--- config.mk ---
export PLATFORM = sky130hd
export DESIGN_NAME = nvls_ctrl
export DESIGN_NICKNAME = d
export VERILOG_FILES = /design/src/rtl/core/nearest_vertex_linear_search_defines.svh /design/src/rtl/core/nvls_pkg.sv /design/src/rtl/core/nvls_ctrl.sv
export SDC_FILE = /design/constraint.sdc
export NUM_CORES = 1
export LEC_CHECK = 0
export BUFFER_PORTS_ARGS = -buffer_cell sky130_fd_sc_hd__buf_2
export CORE_MARGIN = 4
export CORE_UTILIZATION = 51
export CTS_BUF_LIST = sky130_fd_sc_hd__clkbuf_8
export DETAILED_ROUTE_END_ITERATION = 7
export GPL_ROUTABILITY_DRIVEN = 0
export PLACE_DENSITY = 0.85
export SLEW_MARGIN = 5
export SYNTH_ARGS = -nofsm -noshare
export SYNTH_HDL_FRONTEND = slang
export SYNTH_SLANG_ARGS = --single-unit
--- constraint.sdc ---
create_clock -name aclk -period 1.8 [get_ports aclk]
set_clock_uncertainty 0.2 [all_clocks]
set_input_delay 0.09 -clock aclk [delete_from_list [all_inputs] [get_ports aclk]]
set_output_delay 0.09 -clock aclk [all_outputs]
set_load 0.05 [all_outputs]
--- src/rtl/core/nearest_vertex_linear_search_defines.svh ---
// ----------------------------------------------------------------------------
// nearest vertex search assertion macros
// shared property shorthands, clocked on aclk with synchronous reset aresetn
// ----------------------------------------------------------------------------
`ifndef NEAREST_VERTEX_LINEAR_SEARCH_DEFINES_SVH
`define NEAREST_VERTEX_LINEAR_SEARCH_DEFINES_SVH

// same-cycle implication
`define NVLS_ASSERT_SAME(lbl, ante, cons) \
    lbl: assert property (@(posedge aclk) disable iff (!aresetn) (ante) |-> (cons)) \
        else $error("nvls same-cycle check failed");

// next-cycle implication
`define NVLS_ASSERT_NEXT(lbl, ante, cons) \
    lbl: assert property (@(posedge aclk) disable iff (!aresetn) (ante) |=> (cons)) \
        else $error("nvls next-cycle check failed");

`endif

--- src/rtl/core/nvls_pkg.sv ---
// ----------------------------------------------------------------------------
// nvls_pkg
// shared types, constants and helpers of the nearest vertex search block
// ----------------------------------------------------------------------------
package nvls_pkg;

    localparam int MAX_VERTICES = 256;
    localparam int COORD_BITS   = 24;
    localparam int IDX_BITS     = $clog2(MAX_VERTICES);
    localparam int FIELD_IDX_BITS = 8;
    localparam int DIFF_BITS    = COORD_BITS + 1;
    localparam int SQ_BITS      = 2 * DIFF_BITS;
    localparam int SUM_BITS     = SQ_BITS + 2;
    localparam int DIST_BITS    = 52;
    localparam int DIMS_BITS    = 2;
    localparam int COUNT_BITS   = 9;

    // action codes
    localparam logic ACT_LOAD  = 1'b0;
    localparam logic ACT_QUERY = 1'b1;

    // register index codes (byte address bit 2)
    localparam logic REG_DIMS  = 1'b0;
    localparam logic REG_COUNT = 1'b1;

    typedef struct packed {
        logic                          action;
        logic [FIELD_IDX_BITS-1:0]     vertex_index;
        logic signed [COORD_BITS-1:0]  coord_x;
        logic signed [COORD_BITS-1:0]  coord_y;
        logic signed [COORD_BITS-1:0]  coord_z;
    } in_payload_t;

    typedef struct packed {
        logic                       is_query_answer;
        logic [FIELD_IDX_BITS-1:0]  nearest_index;
        logic [DIST_BITS-1:0]       squared_distance;
    } out_payload_t;

    typedef struct packed {
        logic signed [COORD_BITS-1:0] x;
        logic signed [COORD_BITS-1:0] y;
        logic signed [COORD_BITS-1:0] z;
    } vertex_t;

    typedef enum logic [1:0] {
        ST_IDLE,
        ST_SCAN,
        ST_RESULT
    } nvls_state_t;

    // controller to datapath
    typedef struct packed {
        logic                capture;
        logic                load_wr;
        logic                clear_best;
        logic                rd_en;
        logic [IDX_BITS-1:0] rd_addr;
        logic                push_result;
        logic                push_query;
    } nvls_cmd_t;

    // datapath to controller
    typedef struct packed {
        logic pipe_busy;
        logic out_free;
    } nvls_stat_t;

    // last slot scanned: zero count means one slot, large counts saturate
    function automatic logic [IDX_BITS-1:0] last_slot(input logic [COUNT_BITS-1:0] cnt);
        logic [IDX_BITS-1:0] r;
        if (cnt == '0) begin
            r = '0;
        end else if (int'(cnt) >= MAX_VERTICES) begin
            r = IDX_BITS'(MAX_VERTICES - 1);
        end else begin
            r = IDX_BITS'(cnt - COUNT_BITS'(1));
        end
        return r;
    endfunction

endpackage

--- src/rtl/core/nvls_ctrl.sv ---
// ----------------------------------------------------------------------------
// nvls_ctrl
// sequencer: accepts transactions, walks the scan address, launches results
// ----------------------------------------------------------------------------
module nvls_ctrl (
    input  logic                         aclk,
    input  logic                         aresetn,
    input  logic                         s_valid,
    output logic                         s_ready,
    input  logic                         in_action,
    input  logic [nvls_pkg::IDX_BITS-1:0] last_idx,
    input  nvls_pkg::nvls_stat_t         stat,
    output nvls_pkg::nvls_cmd_t          cmd
);
    import nvls_pkg::*;

    nvls_state_t         state_reg, state_next;
    logic [IDX_BITS-1:0] addr_reg, addr_next;
    logic                query_reg, query_next;

    always_ff @(posedge aclk) begin
        if (!aresetn) begin
            state_reg <= ST_IDLE;
            addr_reg  <= '0;
            query_reg <= 1'b0;
        end else begin
            state_reg <= state_next;
            addr_reg  <= addr_next;
            query_reg <= query_next;
        end
    end

    always_comb begin
        state_next = state_reg;
        addr_next  = addr_reg;
        query_next = query_reg;
        s_ready    = 1'b0;
        cmd        = '0;
        cmd.rd_addr = addr_reg;
        case (state_reg)
            ST_IDLE: begin
                s_ready = 1'b1;
                if (s_valid) begin
                    cmd.capture = 1'b1;
                    if (in_action == ACT_LOAD) begin
                        cmd.load_wr = 1'b1;
                        query_next  = 1'b0;
                        state_next  = ST_RESULT;
                    end else begin
                        cmd.clear_best = 1'b1;
                        query_next     = 1'b1;
                        addr_next      = '0;
                        state_next     = ST_SCAN;
                    end
                end
            end
            ST_SCAN: begin
                cmd.rd_en = 1'b1;
                if (addr_reg == last_idx) begin
                    state_next = ST_RESULT;
                end else begin
                    addr_next = addr_reg + IDX_BITS'(1);
                end
            end
            ST_RESULT: begin
                if (!stat.pipe_busy && stat.out_free) begin
                    cmd.push_result = 1'b1;
                    cmd.push_query  = query_reg;
                    state_next      = ST_IDLE;
                end
            end
            default: begin
                state_next = ST_IDLE;
            end
        endcase
    end

endmodule

Word-level counts from Yosys, hierarchy flattened
Cells that the tools add are included.
W data, S select, Z words.
{ "word_totals": {"register_bits": 11, "latch_bits": 0, "ram_bits": 0, "romBits": 0, "inputBits": 14, "output_inout_bits": 15, "wordCells": 36, "memories": 0} }
{ "op_classes": {"addsub": 1, "multipliers": 0, "div_mod_pow": 0, "magnitude_cmp": 0, "eq_ne": 8, "n_shift": 0, "n_mux": 17, "bitwise_logic": 0, "reduce_logical": 7} }
{ "ops": {"columns": ["op", "count"], "rows": [
  ["$mux W8", 3],
  ["$pmux W8 S2", 1],
  ["$mux W2", 6],
  ["$ne A2 B2 Y1 const B", 5],
  ["$add A8 B1 Y8 const B", 1],
  ["$eq A8 B8 Y1", 1],
  ["$mux W3", 2],
  ["$pmux W2 S3", 1],
  ["$mux W1", 4],
  ["$reduce_and A4 Y1", 1],
  ["$reduce_and A3 Y1", 1],
  ["$eq A2 B1 Y1 const B", 1],
  ["$eq A2 B2 Y1 const B", 1],
  ["$logic_not A2 Y1", 1],
  ["$reduce_and A2 Y1", 1],
  ["$reduce_bool A2 Y1", 1],
  ["$logic_and A1 B1 Y1", 1],
  ["$logic_not A1 Y1", 1]
]} }

Depth between registers and ports, before layout
{ "depth": {"depth_word": 4, "depth_mapped": 7, "ltp_nobuf": 6} }

Least setup slack after synthesis
Ideal clock, no wire load.
{ "synth_path": {"kind": "register to output", "startpoint": "reg state_reg[0]", "endpoint": "out cmd[12] (netlist name)", "arrival_time_ps": 1671, "t_required_ps": 1510, "path_slack_ps": -161, "path_stages_with_launch": 4, "path_buffers": 0, "cell_sequence": "dfxtp_1 -> nor2_2 -> nand2_1 -> nor2_1"} }
{ "synth_rtl": {"columns": ["element", "line", "text"], "rows": [
  ["start: declaration", "nvls_ctrl.sv:17", "nvls_state_t state_reg, state_next;"],
  ["start signal: assignment", "nvls_ctrl.sv:27", "state_reg <= state_next;"],
  ["end: declaration", "nvls_ctrl.sv:13", "output nvls_pkg::nvls_cmd_t cmd"]
]} }

==> report_table.html <==
<table>
<tr><th>Metric</th><th>Value</th></tr>
<tr><th colspan="2">Pwr</th></tr>
<tr><td>Maximum resistive drop on vdd</td><td>546 uV</td></tr>
<tr><td>Leak pwr</td><td>between 0.4 and 0.5 nW</td></tr>
<tr><td>Sum of internal, switching and leakage power</td><td>~670 uW</td></tr>
<tr><td>Pwr/cell area</td><td>623 nW/um2</td></tr>
<tr><th colspan="2">Place</th></tr>
<tr><td>Worst slack after detailed placement</td><td>135 ps</td></tr>
<tr><td>Count of input and output buffers</td><td>28</td></tr>
<tr><td>Estimated wirelength of the detail-placed design</td><td>1660 um</td></tr>
<tr><th colspan="2">Logic synthesis</th></tr>
<tr><td>Top cell type by total area after synthesis</td><td>sky130_fd_sc_hd__dfxtp_1</td></tr>
<tr><td>Sequential element share of the synthesized area</td><td>0.251</td></tr>
<tr><td>Area share of the largest cell type after synthesis</td><td>0.251</td></tr>
<tr><td>Post-synthesis cell count</td><td>109</td></tr>
<tr><td>Netlist Area Pre-Place</td><td>876 um2</td></tr>
<tr><td>Warning count from the yosys run</td><td>0</td></tr>
<tr><td>Largest cells by area after synthesis</td><td>sky130_fd_sc_hd__dfxtp_1, sky130_fd_sc_hd__xnor2_1, sky130_fd_sc_hd__buf_6</td></tr>
<tr><td>Synth Net Count</td><td>between 100 and 150</td></tr>
<tr><td>Flop and latch count out of synthesis</td><td>11</td></tr>
<tr><td>Post-Synthesis Mean Instance Area</td><td>~8 um2</td></tr>
<tr><td>Distinct cell type count after synthesis</td><td>35</td></tr>
<tr><th colspan="2">Critical path</th></tr>
<tr><td>Worst EP arrival</td><td>between 1000 and 1500 ps</td></tr>
<tr><td>Sort of element at the start of the critical path</td><td>flip-flop</td></tr>
<tr><td>Kind of end point of the critical path</td><td>output port</td></tr>
<tr><td>Worst path required time</td><td>1510 ps</td></tr>
<tr><td>Startpoint-to-endpoint class of the critical path</td><td>reg2out</td></tr>
<tr><td>Maximum fanout encountered on the critical timing path</td><td>11</td></tr>
<tr><th colspan="2">Flow run</th></tr>
<tr><td>Count of maximum capacitance violations</td><td>0</td></tr>
<tr><th colspan="2">STA</th></tr>
<tr><td>Final critical-path setup slack</td><td>133 ps</td></tr>
<tr><td>Pin slew with the least headroom to its limit</td><td>between 300 and 400 ps</td></tr>
<tr><td>Setup TNS Final</td><td>0 ps</td></tr>
<tr><td>Setup repair after global routing missed its margin</td><td>false</td></tr>
<tr><td>Number of pins with negative max-slew slack in the final report</td><td>0</td></tr>
<tr><td>Hold Vio Cnt, Final</td><td>0</td></tr>
<tr><td>Min Tclk post-route</td><td>roughly 1700 ps</td></tr>
<tr><td>Share of the clock period used by the worst path after layout</td><td>0.926</td></tr>
<tr><td>Worst slew margin relative to its limit</td><td>0.779</td></tr>
<tr><td>Total of endpoints with negative setup slack in the final report</td><td>0</td></tr>
<tr><td>Achievable clock frequency</td><td>between 500 and 600 MHz</td></tr>
<tr><th colspan="2">Routing</th></tr>
<tr><td>Drt first-iter violations</td><td>32</td></tr>
<tr><td>Detailed route wirelength on metal2</td><td>between 1000 and 1500 um</td></tr>
<tr><td>Number of DRC violations after detailed routing</td><td>0</td></tr>
<tr><td>Uppermost routed layer</td><td>met4</td></tr>
<tr><td>First drt pass iteration count</td><td>4</td></tr>
<tr><td>Wire length per cell after detailed routing</td><td>14.6 um</td></tr>
<tr><td>Total routed wire length on the met1 layer</td><td>905 um</td></tr>
<tr><td>Count of vias placed by the detailed router</td><td>937</td></tr>
<tr><td>Average via count per standard cell</td><td>6.08</td></tr>
<tr><td>Remaining antenna violation count after routing</td><td>0</td></tr>
<tr><td>Length of routed met3 wiring</td><td>167 um</td></tr>
<tr><td>Routed WL</td><td>2240 um</td></tr>
<tr><th colspan="2">Clocking</th></tr>
<tr><td>Clock latency at the later pin of the worst-skew pair</td><td>between 200 and 250 ps</td></tr>
<tr><td>Buffer levels on the longest clock path</td><td>2</td></tr>
<tr><td>Number of clock sinks</td><td>11</td></tr>
<tr><td>Clk pin slew, worst setup/hold paths</td><td>approximately 50 ps</td></tr>
<tr><td>TritonCTS clock tree</td><td>yes</td></tr>
<tr><td>TritonCTS buffer count</td><td>3</td></tr>
<tr><td>CTS Root Buffer Type</td><td>sky130_fd_sc_hd__clkbuf_8</td></tr>
<tr><td>Count of H-tree levels built during CTS</td><td>1</td></tr>
<tr><th colspan="2">Cells and area</th></tr>
<tr><td>Top library cells by usage in the layout, fill and taps aside</td><td>sky130_fd_sc_hd__buf_2, sky130_fd_sc_hd__nand2_1, sky130_fd_sc_hd__dfxtp_1, sky130_fd_sc_hd__xnor2_1, sky130_fd_sc_hd__o21ai_0</td></tr>
<tr><td>Nets</td><td>154</td></tr>
<tr><td>Fraction of final layout cells sized beyond drive strength 1</td><td>0.355</td></tr>
<tr><td>Layout overhead on the synthesized area</td><td>22.0%</td></tr>
<tr><td>Number of flip-flops in the largest register</td><td>8</td></tr>
<tr><td>ANT cells</td><td>0</td></tr>
<tr><td>Leading cell type in the layout, fill and taps excluded</td><td>sky130_fd_sc_hd__buf_2</td></tr>
<tr><th colspan="2">Global routing</th></tr>
<tr><td>Global router's overall resource usage</td><td>0.203</td></tr>
<tr><td>Aggregate global routing overflow</td><td>0</td></tr>
<tr><td>Initial antenna violation count</td><td>0</td></tr>
<tr><td>Wire length of the first global-routing pass</td><td>3960 um</td></tr>
<tr><td>Largest net degree at the start of global routing</td><td>21</td></tr>
<tr><td>Vias in the first global route</td><td>866</td></tr>
<tr><th colspan="2">Die</th></tr>
<tr><td>Top Ports</td><td>29</td></tr>
<tr><td>Core Region</td><td>roughly 1600 um2</td></tr>
<tr><td>Effective utilization at floorplan</td><td>0.562</td></tr>
<tr><td>Placement Rows</td><td>14</td></tr>
<tr><td>Die height</td><td>about 50 um</td></tr>
<tr><td>Die ar.</td><td>2440 um2</td></tr>
<tr><td>Horizontal die dimension</td><td>roughly 49 um</td></tr>
<tr><th colspan="2">Outcome</th></tr>
<tr><td>Status</td><td>finished clean</td></tr>
<tr><th colspan="2">Hold path</th></tr>
<tr><td>Hold Path Class</td><td>in2reg</td></tr>
</table>
-- kinds of logic after synthesis --
kind of cell    Yosys count  share of synthesized area
mux                       2                     0.0229
simple gates             48                      0.310
buf+inv                  11                     0.0828
flops                    11                      0.251
xor+xnor                  8                     0.0886
fa+ha+maj                 1                     0.0143
compound gates           28                      0.230
-- power breakdown --
part / internal (mW) / switching [mW]
logic: 0.0518 / 0.111
clock network: 0.149 / 0.0888
registers: 0.252 / 0.0117
total: 0.453 / 0.212
-- final cells by class --
class | instances | area [um2]
timing repair buffer | 31 | 165
clock inverter | 1 | 3.75
multi-input combinational | 87 | 593
clock buffer | 3 | 41.3
fill | 130 | 490
inverter | 5 | 21.3
sequential | 11 | 224
tap | 16 | 20.0
-- worst max-delay path, cell delays in order, from the launching register on --
cell,delay [ps]
sky130_fd_sc_hd__dfxtp_1,370
sky130_fd_sc_hd__nand2b_2,290
sky130_fd_sc_hd__inv_2,190
sky130_fd_sc_hd__buf_2,290
-- repair_timing --
| action | CTS | global route |
|---|---|---|
| hold buffers | 0 | 0 |
| setup endpoints to repair | 1 | 6 |
| buffers inserted | 0 | 2 |
| resized for setup | 1 | 4 |
| pin swaps | 0 | 2 |
-- path summary, 6_finish.rpt --
path                             startpoint                        end  slack (ps)  cells past startpoint
hold reg to reg      query_reg$_SDFFE_PN0P_     query_reg$_SDFFE_PN0P_         290                      2
setup / recovery  state_reg[1]$_SDFFE_PN0P_                    cmd[10]         130                      3
hold / removal                      s_valid  state_reg[0]$_SDFFE_PN0P_          10                      3
setup reg to reg   addr_reg[2]$_SDFFE_PN0P_   addr_reg[3]$_SDFFE_PN0P_         190                      4
-- metrics by stage --
step	utilization	cell area, um2	hold WS, ps	std cells
floorplan	-	886	62.1	109
global placement	0.641	1000	222	148
detailed placement	0.641	1000	264	148
CTS	0.672	1050	17.3	152
global route	0.685	1070	42.6	154
finish	0.685	1070	14.5	154
-- metal layers --
metal	GRT usage	vias up
li1	-	470
met1	0.241	421
met2	0.362	42
met3	0.0550	4
met4	0.0415	0
met5	0	-
-- synthesized netlist by cell type --
master                      number
sky130_fd_sc_hd__and2_1          1
sky130_fd_sc_hd__inv_1           3
sky130_fd_sc_hd__clkbuf_1        1
sky130_fd_sc_hd__buf_6           4
sky130_fd_sc_hd__nor2_1          5
sky130_fd_sc_hd__xnor2_1         7
sky130_fd_sc_hd__nand3b_1        1
sky130_fd_sc_hd__xnor2_2         1
sky130_fd_sc_hd__and3b_1         1
sky130_fd_sc_hd__o311ai_1        4
sky130_fd_sc_hd__a21oi_2         1
sky130_fd_sc_hd__nor3_1          3
sky130_fd_sc_hd__o31a_1          3
sky130_fd_sc_hd__nand3_2         1
sky130_fd_sc_hd__a21oi_1         5
sky130_fd_sc_hd__o21ai_0         8
sky130_fd_sc_hd__o2111ai_1       3
sky130_fd_sc_hd__inv_2           2
sky130_fd_sc_hd__nand2b_1        5
sky130_fd_sc_hd__nand3_1         6
sky130_fd_sc_hd__nor4_1          6
sky130_fd_sc_hd__a211oi_1        1
sky130_fd_sc_hd__dfxtp_1        11
sky130_fd_sc_hd__nand2_4         1
sky130_fd_sc_hd__and4_4          2
sky130_fd_sc_hd__nor2b_1         1
sky130_fd_sc_hd__ha_1            1
sky130_fd_sc_hd__a41oi_1         1
sky130_fd_sc_hd__nand4_1         3
sky130_fd_sc_hd__o311ai_2        1
sky130_fd_sc_hd__nor2_2          1
sky130_fd_sc_hd__nand2_1        11
sky130_fd_sc_hd__mux2i_1         2
sky130_fd_sc_hd__buf_2           1
sky130_fd_sc_hd__o211ai_1        1
Note: power is estimated with default switching activity, not from simulation.
